[src/hw/rtl/mixer_volume_command_translator_assert.svh]
// Assertion macros for the mixer volume command translator.
// Expects clk and rst in scope at the point of use.
`ifndef MIXER_VOLUME_COMMAND_TRANSLATOR_ASSERT_SVH
`define MIXER_VOLUME_COMMAND_TRANSLATOR_ASSERT_SVH

// same-cycle implication
`define MVCT_ASSERT_IMPL(label, ante, cons) \
  label: assert property (@(posedge clk) disable iff (rst) (ante) |-> (cons)) \
    else $error("mvct assertion failed");

// next-cycle implication
`define MVCT_ASSERT_NEXT(label, ante, cons) \
  label: assert property (@(posedge clk) disable iff (rst) (ante) |=> (cons)) \
    else $error("mvct assertion failed");

`endif

[src/hw/rtl/mvct_pkg.sv]
// Types, opcode tables and scaling helpers for the mixer volume command translator.
// No dependencies.
package mvct_pkg;

  typedef enum logic [1:0] {
    ACT_SET_VOLUME = 2'd0,
    ACT_GET_VOLUME = 2'd1,
    ACT_SET_SOLO   = 2'd2,
    ACT_QUERY_SOLO = 2'd3
  } action_t;

  localparam logic [3:0] CH_PREAMP           = 4'd8;
  localparam logic [7:0] PCT_FULL            = 8'd100;
  localparam logic [5:0] ATT_FULL            = 6'd32;
  localparam logic [7:0] GAIN_FULL           = 8'd3;
  localparam logic [7:0] SOLO_OPCODE         = 8'hd2;
  localparam logic [7:0] NEW_FIRMWARE        = 8'hb0;
  localparam logic [7:0] PREAMP_READ_INDEX   = 8'h21;
  localparam logic [7:0] PREAMP_WRITE_OPCODE = 8'h03;
  localparam logic [1:0] CMD_NONE            = 2'd0;
  localparam logic [1:0] CMD_ONE             = 2'd1;
  localparam logic [1:0] CMD_TWO             = 2'd2;

  // floor(x/100) for x < 4096: multiply by ceil(2^19/100), shift by 19
  localparam logic [12:0] DIV100_MUL = 13'd5243;

  localparam logic [7:0] WR_LEFT [8] = '{8'h01, 8'h3c, 8'h38, 8'h39,
                                          8'h3b, 8'h3a, 8'h3d, 8'h3e};
  localparam logic [7:0] WR_RIGHT [8] = '{8'h00, 8'h34, 8'h30, 8'h31,
                                           8'h33, 8'h32, 8'h35, 8'h36};
  localparam logic [7:0] RD_LEFT [8] = '{8'h04, 8'h0a, 8'h06, 8'h08,
                                          8'h0c, 8'h0e, 8'h11, 8'h13};
  localparam logic [7:0] RD_RIGHT [8] = '{8'h03, 8'h09, 8'h05, 8'h07,
                                           8'h0b, 8'h0d, 8'h10, 8'h12};

  typedef struct packed {
    logic [7:0] left_opcode;
    logic [7:0] left_param;
    logic [7:0] right_opcode;
    logic [7:0] right_param;
    logic [1:0] command_count;
    logic [6:0] left_volume;
    logic [6:0] right_volume;
    logic       solo_state;
    logic       error;
  } result_t;

  function automatic logic [6:0] clamp_pct(input logic [7:0] v);
    return (v > PCT_FULL) ? PCT_FULL[6:0] : v[6:0];
  endfunction

  function automatic logic [5:0] div100(input logic [11:0] x);
    logic [24:0] prod;
    prod = {1'b0, x} * {12'd0, DIV100_MUL};
    return prod[24:19];
  endfunction

  // round(level*32/100), level <= 100
  function automatic logic [5:0] level_to_step(input logic [6:0] lvl);
    return div100({lvl, 5'd0} + 12'd50);
  endfunction

  // round(step*100/32), step <= 32
  function automatic logic [6:0] step_to_pct(input logic [5:0] s);
    logic [12:0] t;
    t = {7'd0, s} * 13'd100 + 13'd16;
    return t[11:5];
  endfunction

  // round(level*3/100), level <= 100
  function automatic logic [1:0] level_to_gain(input logic [6:0] lvl);
    logic [5:0] q;
    q = div100({5'd0, lvl} * 12'd3 + 12'd50);
    return q[1:0];
  endfunction

  // round(gain*100/3)
  function automatic logic [6:0] gain_to_pct(input logic [1:0] g);
    logic [6:0] p;
    case (g)
      2'd0:    p = 7'd0;
      2'd1:    p = 7'd33;
      2'd2:    p = 7'd67;
      default: p = 7'd100;
    endcase
    return p;
  endfunction

  // attenuation byte read back -> percent; 0x20 and up is silence
  function automatic logic [6:0] att_to_pct(input logic [7:0] b);
    logic [5:0] s;
    s = (b < {2'd0, ATT_FULL}) ? (ATT_FULL - {1'b0, b[4:0]}) : 6'd0;
    return step_to_pct(s);
  endfunction

endpackage

[src/hw/rtl/mixer_volume_command_translator.sv]
// Mixer volume command translator: request register, translation logic, result register.
// Depends on mvct_pkg and mixer_volume_command_translator_assert.svh.
//
// Usage:
//   Input channel (in_valid / in_stall) carries one mixer request: action, channel,
//   requested levels, raw bytes read back from the controller, solo request and
//   the controller's general status. A request is taken on an edge with in_valid
//   high and in_stall low.
//   Output channel (out_valid / out_stall) carries one result per request: the
//   command opcodes and parameter bytes, the command count, the resulting
//   volumes, the solo state and an error flag for a bad channel.
//   cfg_we / cfg_wdata write the firmware version; write it only while idle.
// A request passes through the request register and then the result register.
// Throughput: 1 request per cycle while out_stall is low; the translation is one pass
//   of constant-divisor scaling and table lookups between the two registers.
// Stall: while out_stall holds, the result stays put; one more request can still
//   be taken into the request register, after which in_stall rises.
// Reset: rst (synchronous) empties both registers, clears the solo flag and sets
//   the firmware version to 0.
`include "mixer_volume_command_translator_assert.svh"

module mixer_volume_command_translator
  import mvct_pkg::*;
(
  input  logic       clk,
  input  logic       rst,
  // configuration
  input  logic       cfg_we,
  input  logic [7:0] cfg_wdata,
  // request channel
  input  logic       in_valid,
  output logic       in_stall,
  input  logic [1:0] action,
  input  logic [3:0] channel,
  input  logic [7:0] left_level,
  input  logic [7:0] right_level,
  input  logic [7:0] left_raw,
  input  logic [7:0] right_raw,
  input  logic       solo_request,
  input  logic [7:0] general_status,
  // result channel
  output logic       out_valid,
  input  logic       out_stall,
  output logic [7:0] left_opcode,
  output logic [7:0] left_param,
  output logic [7:0] right_opcode,
  output logic [7:0] right_param,
  output logic [1:0] command_count,
  output logic [6:0] left_volume,
  output logic [6:0] right_volume,
  output logic       solo_state,
  output logic       error
);

  // configuration and kept state
  logic [7:0] firmware_version;
  logic       solo_flag;
  logic       solo_flag_next;

  // request register
  logic       s1_valid;
  action_t    s1_action;
  logic [3:0] s1_channel;
  logic [7:0] s1_left_level;
  logic [7:0] s1_right_level;
  logic [7:0] s1_left_raw;
  logic [7:0] s1_right_raw;
  logic       s1_solo_request;
  logic [7:0] s1_general_status;
  logic       s1_advance;

  // result register
  result_t    res;
  result_t    res_next;

  // intermediate scaling values
  logic [5:0] step_l;
  logic [5:0] step_r;
  logic [1:0] gain_set;
  logic [1:0] gain_read;
  logic [2:0] ch_idx;

  // request register moves forward when the result slot is free or being taken
  assign s1_advance = s1_valid && (!out_valid || !out_stall);
  assign in_stall   = s1_valid && out_valid && out_stall;

  always_ff @(posedge clk) begin
    if (rst) begin
      firmware_version <= 8'd0;
    end else if (cfg_we) begin
      firmware_version <= cfg_wdata;
    end
  end

  always_ff @(posedge clk) begin
    if (rst) begin
      s1_valid <= 1'b0;
    end else if (in_valid && !in_stall) begin
      s1_valid <= 1'b1;
    end else if (s1_advance) begin
      s1_valid <= 1'b0;
    end
  end

  always_ff @(posedge clk) begin
    if (in_valid && !in_stall) begin
      s1_action         <= action_t'(action);
      s1_channel        <= channel;
      s1_left_level     <= left_level;
      s1_right_level    <= right_level;
      s1_left_raw       <= left_raw;
      s1_right_raw      <= right_raw;
      s1_solo_request   <= solo_request;
      s1_general_status <= general_status;
    end
  end

  // solo flag changes as the set-solo request passes into the result register,
  // so any later query sees it while the firmware version is below NEW_FIRMWARE
  always_ff @(posedge clk) begin
    if (rst) begin
      solo_flag <= 1'b0;
    end else if (s1_advance) begin
      solo_flag <= solo_flag_next;
    end
  end

  always_comb begin
    ch_idx    = s1_channel[2:0];
    step_l    = level_to_step(clamp_pct(s1_left_level));
    step_r    = level_to_step(clamp_pct(s1_right_level));
    gain_set  = level_to_gain(clamp_pct(s1_left_level));
    gain_read = (s1_left_raw > GAIN_FULL) ? GAIN_FULL[1:0] : s1_left_raw[1:0];

    res_next       = '0;
    solo_flag_next = solo_flag;

    case (s1_action)
      ACT_SET_VOLUME: begin
        if (!s1_channel[3]) begin
          res_next.left_opcode   = WR_LEFT[ch_idx];
          res_next.left_param    = {2'd0, ATT_FULL - step_l};
          res_next.right_opcode  = WR_RIGHT[ch_idx];
          res_next.right_param   = {2'd0, ATT_FULL - step_r};
          res_next.command_count = CMD_TWO;
          res_next.left_volume   = step_to_pct(step_l);
          res_next.right_volume  = step_to_pct(step_r);
        end else if (s1_channel == CH_PREAMP) begin
          // preamp: one write with a 0..3 gain
          res_next.left_opcode   = PREAMP_WRITE_OPCODE;
          res_next.left_param    = {6'd0, gain_set};
          res_next.command_count = CMD_ONE;
          res_next.left_volume   = gain_to_pct(gain_set);
          res_next.right_volume  = gain_to_pct(gain_set);
        end else begin
          res_next.error = 1'b1;
        end
      end
      ACT_GET_VOLUME: begin
        if (!s1_channel[3]) begin
          res_next.left_opcode   = RD_LEFT[ch_idx];
          res_next.right_opcode  = RD_RIGHT[ch_idx];
          res_next.command_count = CMD_TWO;
          res_next.left_volume   = att_to_pct(s1_left_raw);
          res_next.right_volume  = att_to_pct(s1_right_raw);
        end else if (s1_channel == CH_PREAMP) begin
          res_next.left_opcode   = PREAMP_READ_INDEX;
          res_next.command_count = CMD_ONE;
          res_next.left_volume   = gain_to_pct(gain_read);
          res_next.right_volume  = gain_to_pct(gain_read);
        end else begin
          res_next.error = 1'b1;
        end
      end
      ACT_SET_SOLO: begin
        solo_flag_next         = s1_solo_request;
        res_next.left_opcode   = SOLO_OPCODE;
        res_next.left_param    = {7'd0, s1_solo_request};
        res_next.command_count = CMD_ONE;
        res_next.solo_state    = s1_solo_request;
      end
      ACT_QUERY_SOLO: begin
        // newer firmware reports solo in status bit 5, active low
        if (firmware_version >= NEW_FIRMWARE) begin
          res_next.solo_state = !s1_general_status[5];
        end else begin
          res_next.solo_state = solo_flag;
        end
        res_next.command_count = CMD_NONE;
      end
      default: begin
        res_next = '0;
      end
    endcase
  end

  always_ff @(posedge clk) begin
    if (rst) begin
      out_valid <= 1'b0;
    end else if (s1_advance) begin
      out_valid <= 1'b1;
    end else if (!out_stall) begin
      out_valid <= 1'b0;
    end
  end

  always_ff @(posedge clk) begin
    if (s1_advance) begin
      res <= res_next;
    end
  end

  assign left_opcode   = res.left_opcode;
  assign left_param    = res.left_param;
  assign right_opcode  = res.right_opcode;
  assign right_param   = res.right_param;
  assign command_count = res.command_count;
  assign left_volume   = res.left_volume;
  assign right_volume  = res.right_volume;
  assign solo_state    = res.solo_state;
  assign error         = res.error;

  // a rejected channel produces no controller command
  `MVCT_ASSERT_IMPL(a_error_no_cmd, out_valid && error, command_count == CMD_NONE && left_opcode == 8'd0)
  // input only backs up when both registers are full and the receiver stalls
  `MVCT_ASSERT_IMPL(a_stall_cause, in_stall, s1_valid && out_valid && out_stall)
  // a set-solo request passing through updates the kept flag
  `MVCT_ASSERT_NEXT(a_solo_update, s1_advance && s1_action == ACT_SET_SOLO, solo_flag == $past(s1_solo_request))

endmodule
[config.mk]
export PLATFORM = sky130hd
export DESIGN_NAME = mixer_volume_command_translator
export DESIGN_NICKNAME = d
export VERILOG_FILES = /design/src/hw/rtl/mvct_pkg.sv /design/src/hw/rtl/mixer_volume_command_translator.sv
export VERILOG_INCLUDE_DIRS = /design/src /design/src/hw/rtl
export SDC_FILE = /design/constraint.sdc
export NUM_CORES = 1
export LEC_CHECK = 0
export BUFFER_PORTS_ARGS = -buffer_cell sky130_fd_sc_hd__buf_2
export CORE_UTILIZATION = 40
export CTS_BUF_LIST = sky130_fd_sc_hd__clkbuf_16
export DETAILED_ROUTE_END_ITERATION = 7
export PLACE_DENSITY = 0.68
export SETUP_SLACK_MARGIN = 0.3
export SYNTH_ARGS = -nofsm -noshare
export SYNTH_HDL_FRONTEND = slang
export SYNTH_SLANG_ARGS = --single-unit
[constraint.sdc]
create_clock -name clk -period 15.4 [get_ports clk]
set_input_delay 0 -clock clk [delete_from_list [all_inputs] [get_ports clk]]
set_output_delay 0 -clock clk [all_outputs]
set_load 0.02 [all_outputs]
==> metrics.md, run 1 <==
| Metric | Value |
|---|---|
| Outcome | `complete, no violations` |
| Synth cell types | `66` |
| Final Max Tran Viols | `0` |
| Highest routed layer | `met4` |
| Diodes inserted | `0` |
| Final Hold Viols | `0` |
| Fmax | `just over 90 MHz` |
| Area share of the largest cell type after synthesis | `between 30% and 40%` |
| Postcts setup bufs | `0` |
| Worst skew pair latency | `0.36 ns` |
| Crit share post-route | `69.6%` |
| Slowest stage cell on the critical path | `inv_1` |
| Filler instances | `2770` |
| Wl on met1 | `between 10000 and 15000 µm` |
| Most used DFF post-synth | `edfxtp_1` |
| Critical Path Source | `s1_left_level[3]` |
| Vias in the first global route | `8905` |
| Worst EP required | `roughly 15 ns` |
| Clock buffer depth | `2` |
| Async S/R FF share, synth | `0%` |
| Synthesis-to-layout area growth | `14.4%` |
| Met3 routed WL | `791 µm` |
| Core area | `29700 µm²` |
| Sink Count | `90` |
| Avg Inst Size Synth | `9.91 µm²` |
| Gate Count Post-Synth | `1224` |
| Initial drt markers | `422` |
| Reg2Reg Depth | `33` |
| Routed Antenna Nets | `0` |
| Site Rows | `between 60 and 70` |
| Total grt overflow | `0` |
| Setup TNS Final | `0 ns` |
| Detailed Place HPWL | `approximately 20000 µm` |
| RR Startpoint | `s1_left_level[3]` |
| DR vias | `just under 9000` |
| CP Launch Type | `flip-flop` |
| Die height | `between 150 and 200 µm` |
| Commonest non-fill, non-tap cell in the layout | `ha_1` |
| DR pass1 iterations | `5` |
| CTS tree | `yes` |
| Skew final | `0.0182 ns` |
| H-Tree Depth | `3` |
| Initial Utilization | `40.8%` |
| Endpoints failing setup | `0` |
| Most frequent cells in the layout | `309 x ha_1, 201 x inv_1, 94 x buf_2, 83 x edfxtp_1, 75 x nor2_1` |
| CP peak stage delay | `approximately 0.66 ns` |
| Gr usage total | `16.6%` |
| Seq/Total Area, Yosys | `between 20% and 30%` |
| DIE WIDTH | `roughly 180 µm` |
| WS Path Type | `reg2reg` |
| Most used cell, CP | `ha_1` |
| Largest net degree at the start of global routing | `between 40 and 50` |
| Final min period | `10.71 ns` |
| Worst setup EP type | `flip-flop` |
| Layout cells sized above 1 | `a little under a tenth` |
| Slew margin rel. | `37.4%` |
| Worst Path Arrival | `around 11 ns` |
| WL final | `about 25000 µm` |
| Worst-path maximum fanout | `13` |
| Top post-synthesis cells by area | `ha_1 32%, edfxtp_1 21%, fa_1 12%` |
| Drc violations | `0` |
| EDFF count, synth | `83` |
| Die Area | `approximately 31000 µm²` |
| Vias per cell | `4.97` |
| Synth area leader | `ha_1` |
| Syn Std Cell Area | `12100 µm²` |
| Post-synthesis sequential element count | `90` |
| CTS buffer count | `9` |
| First-pass GRT wire length | `41500 µm` |
| DR WL/cell | `approximately 14 µm` |
| Slew @ Worst Pin | `0.932 ns` |
| WL met2 | `12300 µm` |
| RSZ-0062 raised after global routing | `no` |
| Hold WC Path Type | `in2reg` |
| # Max-Cap Violations | `0` |
| Initial antenna violation count | `0` |
| Final layout net count | `around 1800` |
| Reg2Reg Setup Slack | `4.69 ns` |
| Footprint of the multi-input gates | `8680 µm²` |
| Worst R2R End | `left_volume[6]` |
| Port Buffers | `94` |
| Synth Warn # | `0` |
| # IOs | `112` |
| Root Driver | `clkbuf_16` |
| GP Congestion | `0.837` |
| Critical Path Sink | `left_volume[6]` |
| CTS clk-pin slew, worst paths | `0.08 ns` |
| Storage cell area | `2630 µm²` |
-- worst min path at each step --
stage	startpoint	cells after the start	endpoint	slack [ns]
after global placement	left_level[1]	1	s1_left_level[1]	0.18
after floorplan	rst	1	solo_flag	0.07
after global routing	left_level[7]	2	s1_left_level[7]	0.34
final	left_raw[0]	2	s1_left_raw[0]	0.34
after CTS	left_level[3]	2	s1_left_level[3]	0.33
after detailed placement	left_level[0]	1	s1_left_level[0]	0.18
-- cells in the mapped netlist (2+ instances only) --
master	n
a2111oi_0	2
a211o_1	5
a211oi_1	6
a211oi_2	2
a21o_1	20
a21oi_1	51
a221o_1	4
a221oi_1	2
a31o_2	2
a31oi_1	4
and2_1	13
and3_1	12
buf_4	7
clkbuf_1	13
dfxtp_1	7
edfxtp_1	83
fa_1	71
ha_1	309
inv_1	199
mux2i_1	8
nand2_1	62
nand2b_1	8
nand3_1	21
nand3b_1	6
nand4_1	7
nor2_1	75
nor2b_1	5
nor3_1	20
nor4_1	5
o211ai_1	2
o21a_1	2
o21ai_0	23
o21ai_1	2
o21bai_1	8
o221ai_1	4
o22ai_1	6
o311ai_1	2
o31ai_1	3
or2_2	4
or3_1	10
xnor2_1	71
xnor2_2	2
xor2_1	33
-- stage by stage --
| step | hold slack (ns) | util (%) | area [µm²] | cells | setup slack, ns |
|---|---|---|---|---|---|
| after CTS | 0.326 | 46.7 | 13900 | 1768 | 4.61 |
| after global routing | 0.336 | 46.7 | 13900 | 1768 | 3.88 |
| final | 0.342 | 46.7 | 13900 | 1768 | 4.69 |
| after floorplan | 0.0691 | - | 12100 | 1229 | 6.36 |
| after detailed placement | 0.178 | 43.9 | 13100 | 1696 | 4.68 |
| after global placement | 0.176 | 43.9 | 13100 | 1696 | 4.81 |
-- routing by layer --
metal | vias up | global-route usage, %
met5 | - | 0
met3 | 19 | 2.39
met4 | 0 | 4.24
met2 | 119 | 29.6
met1 | 4154 | 20.9
li1 | 4496 | -
-- critical path, delay by kind of cell, from the launching register on --
| kind | cells | cell delay [ns] |
|---|---|---|
| adder cells (fa/ha/maj) | 11 | 4.56 |
| AO/OA/AOI/OAI | 6 | 1.53 |
| AND/OR/NAND/NOR | 8 | 1.36 |
| buffers and inverters | 4 | 0.90 |
| XOR/XNOR | 4 | 1.54 |
| flip-flops | 1 | 0.51 |
-- area by class of cell --
cell class / count / area share (%)
multi-input combinational: 918 / 62.6
sequential: 90 / 19.0
timing repair buffer: 154 / 7.65
inverter: 200 / 5.41
tap: 390 / 3.52
clock buffer: 9 / 1.62
clock inverter: 7 / 0.280
-- timing repair --
action,CTS,global route
endpoints found under the setup margin,0,0
endpoints found under the hold margin,47,0
hold buffers,56,0
gates resized for setup,0,0
-- state kept, by name, summed over array words and instances (netlist names) --
| name | cells |
|---|---|
| left_volume | 7 |
| s1_left_level | 8 |
| s1_general_status | 1 |
| command_count | 2 |
| s1_solo_request | 1 |
| s1_right_level | 8 |
| s1_channel | 4 |
| s1_left_raw | 8 |
| solo_state | 1 |
| right_opcode | 6 |
| s1_right_raw | 8 |
| s1_valid | 1 |
| error | 1 |
| left_opcode | 7 |
| s1_action | 2 |
| right_param | 6 |
| firmware_version | 4 |
| left_param | 6 |
| solo_flag | 1 |
| out_valid | 1 |
| right_volume | 7 |
-- kinds of logic after synthesis --
| logic type | Yosys count | share of synthesized area, % |
|---|---|---|
| other | 1 | 0.0309 |
| and+or+nand+nor | 256 | 10.2 |
| adders and majority gates | 380 | 43.6 |
| buffers and inverters | 221 | 7.06 |
| DFF | 90 | 21.7 |
| AOI/OAI and AO/OA | 162 | 8.99 |
| xor gates and xnor gates | 106 | 7.78 |
| muxes | 8 | 0.660 |
Power of run 1 is not shown: default switching activity piles up to over one toggle a cycle in this logic, so the estimate is an artifact.
==> run 2, diff against run 1 <==
- ABC_AREA: unset -> 1
- PLACE_DENSITY: 0.68 -> 0.7
- clock period: 15.4 -> 9.5 ns (I/O delays scaled with it)
==> metrics.md, run 2 <==
| Metric | Value |
|---|---|
| Post-synthesis sequential element count | `90 (unchanged)` |
| Diodes inserted | `0 (unchanged)` |
| WL final | `27900 µm (+13%)` |
| Synth cell types | `51 (-23%)` |
| Initial Utilization | `40.8% (about the same)` |
| Avg Inst Size Synth | `8.44 µm² (-15%)` |
| Storage cell area | `2630 µm² (unchanged)` |
| Root Driver | `clkbuf_16` |
| Top-count cell post-synth | `inv_1` |
| Top post-synthesis cells by area | `ha_1 30%, edfxtp_1 19%, fa_1 11%` |
| Footprint of the multi-input gates | `9060 µm² (+4.4%)` |
| Critical Path Source | `s1_left_level[3]` |
| Synth area leader | `ha_1` |
| Synthesis-to-layout area growth | `14.4% (about the same)` |
| CTS clk-pin slew, worst paths | `0.09 ns (about the same)` |
| Hold wc startpoint | `left_level[5]` |
| Port Buffers | `94 (unchanged)` |
| Worst EP required | `9.65 ns (-5.82 ns)` |
| Area share of the largest cell type after synthesis | `30.0% (-1.9 points)` |
| GP Congestion | `0.906 (+8.2%)` |
| Worst-path maximum fanout | `7 (-6)` |
| Clock buffer depth | `2 (unchanged)` |
| CP peak stage delay | `0.55 ns (-0.11 ns)` |
| Worst setup EP type | `flip-flop` |
| Skew final | `0.0160 ns (-0.00218 ns)` |
| Total grt overflow | `0 (unchanged)` |
| Hold slack | `0.321 ns (-0.0210 ns)` |
| Sink Count | `90 (unchanged)` |
| Drc violations | `0 (unchanged)` |
| Crit share post-route | `89.9% (+20 points)` |
| EDFF count, synth | `83 (unchanged)` |
| Worst skew pair latency | `0.38 ns (+0.02 ns)` |
| Filler instances | `3002 (+8.4%)` |
| Initial drt markers | `635 (+50%)` |
| Vias per cell | `4.91 (-1.1%)` |
| DIE WIDTH | `182 µm (+3.1%)` |
| Hold WC Path Type | `in2reg` |
| Detailed Place HPWL | `23300 µm (+14%)` |
| Layout cells sized above 1 | `11.2% (+1.7 points)` |
| Endpoints failing setup | `0 (unchanged)` |
| Top cells by count, synth | `311 x inv_1, 309 x ha_1, 250 x nand2_1, 116 x nor2_1, 85 x a21oi_1` |
| Final Max Tran Viols | `0 (unchanged)` |
| Slew margin rel. | `29.7% (-7.7 points)` |
| Syn Std Cell Area | `12900 µm² (+6.4%)` |
| Largest net degree at the start of global routing | `46 (unchanged)` |
| Core area | `31600 µm² (+6.5%)` |
| DR WL/cell | `13.3 µm (-4.6%)` |
| Most used cell, CP | `nand2_1` |
| Fmax | `117 MHz (+25%)` |
| Initial antenna violation count | `0 (unchanged)` |
| Async S/R FF share, synth | `0% (unchanged)` |
| DR vias | `10300 (+17%)` |
| Final Hold Viols | `0 (unchanged)` |
| Final core utilization | `46.7% (about the same)` |
| Setup TNS Final | `0 ns (unchanged)` |
| Die height | `182 µm (+3.1%)` |
| RSZ-0062 raised after global routing | `yes` |
| WS Path Type | `reg2reg` |
| Final min period | `8.54 ns (-2.17 ns)` |
| Dpl ws | `0.632 ns (-4.05 ns)` |
| CTS tree | `yes` |
| Outcome | `complete, no violations` |
| Seq/Total Area, Yosys | `20.4% (-1.3 points)` |
| Site Rows | `65 (+3.2%)` |
| Gate Count Post-Synth | `1529 (+25%)` |
| Routed Antenna Nets | `0 (unchanged)` |
| CP Launch Type | `flip-flop` |
| Slowest stage cell on the critical path | `fa_1` |
| # IOs | `112 (unchanged)` |
| Synth Warn # | `0 (unchanged)` |
| Gr usage total | `18.0% (+1.4 points)` |
| Most used DFF post-synth | `edfxtp_1` |
| Setup ws final | `0.959 ns (-3.73 ns)` |
| First-pass GRT wire length | `48100 µm (+16%)` |
| # Max-Cap Violations | `0 (unchanged)` |
| RR Startpoint | `s1_left_level[3]` |
| Die Area | `33000 µm² (+6.3%)` |
| CTS buffer count | `9 (unchanged)` |
| DR pass1 iterations | `5 (unchanged)` |
| Final layout net count | `2128 (+17%)` |
| Vias in the first global route | `10600 (+18%)` |
| Slew @ Worst Pin | `1.05 ns (+0.118 ns)` |
| Most frequent cells in the layout | `309 x inv_1, 309 x ha_1, 249 x nand2_1, 114 x nor2_1, 94 x buf_2` |
| H-Tree Depth | `3 (unchanged)` |
| Worst Path Arrival | `8.69 ns (-2.09 ns)` |
==> run 2: changes by cell type in the layout (fill, tap and decap cells not counted), moves of 12 or more <==
cell	change
nand2_1	+187
inv_1	+108
xnor2_1	-49
nor2_1	+39
a21oi_1	+34
nand3_1	+30
o21ai_0	+25
a21o_1	-12
and2_1	-12
nand2_2	+12
==> run 2: kinds of logic (layout without fill, tap and decap cells) <==
kind of cell / Yosys count / in the layout / share of synthesized area [%]
AOI/OAI and AO/OA: 174 / 174 / 7.57
buffers and inverters: 330 / 489 / 9.81
adders and majority gates: 380 / 380 / 41.0
other: 1 / 6 / 0.0291
DFF: 90 / 90 / 20.4
and+or+nand+nor: 501 / 501 / 17.4
xor gates and xnor gates: 53 / 53 / 3.83
==> run 2: stage by stage <==
step                      area [µm²]  instances
after global routing           14800       2095
after detailed placement       13900       2022
after CTS                      14700       2090
final                          14800       2095
after floorplan                12900       1534
after global placement         13900       2022
==> run 2: per-layer routing <==
layer	vias to the layer above	routed length, µm	track usage, %	part of all wire (%)
li1	5277	-	-	-
met1	4811	12800	22.6	46
met2	182	13600	32.2	49
met3	24	1030	2.49	3.7
met4	0	408	4.68	1.5
met5	-	0	0	0
==> run 2: cell type report <==
type                    instances  area share (%)
well taps                     402            3.41
flip-flops and latches         90            17.8
inverters                     316            8.03
clock inverters                 7           0.584
multi-input cells            1114            61.4
repair buffers                157            7.27
clock buffers                   9            1.52
==> run 2: worst max-delay path: cells and delay by family, from the launching register on <==
| family | cells | cell delay (ns) |
|---|---|---|
| DFF | 1 | 0.47 |
| adders and majority gates | 11 | 4.23 |
| buffers and inverters | 9 | 0.77 |
| AOI/OAI and AO/OA | 2 | 0.24 |
| and+or+nand+nor | 21 | 2.16 |
| xor gates and xnor gates | 2 | 0.42 |
==> run 2: final timing paths <==
| path | to | slack [ns] | depth (start not counted) |
|---|---|---|---|
| max | left_volume[6] | 0.96 | 45 |
| min | s1_left_level[5] | 0.32 | 2 |
| max reg2reg | left_volume[6] | 0.96 | 45 |
| min reg2reg | solo_flag | 0.48 | 2 |
==> run 2: what timing repair did <==
action	4_1_cts	5_1_grt
gates resized for setup	0	6
hold endpoints to repair	47	0
buffers inserted	0	5
setup endpoints to repair	0	5
hold buffers	52	0
Power of run 2 is left out for the same reason.
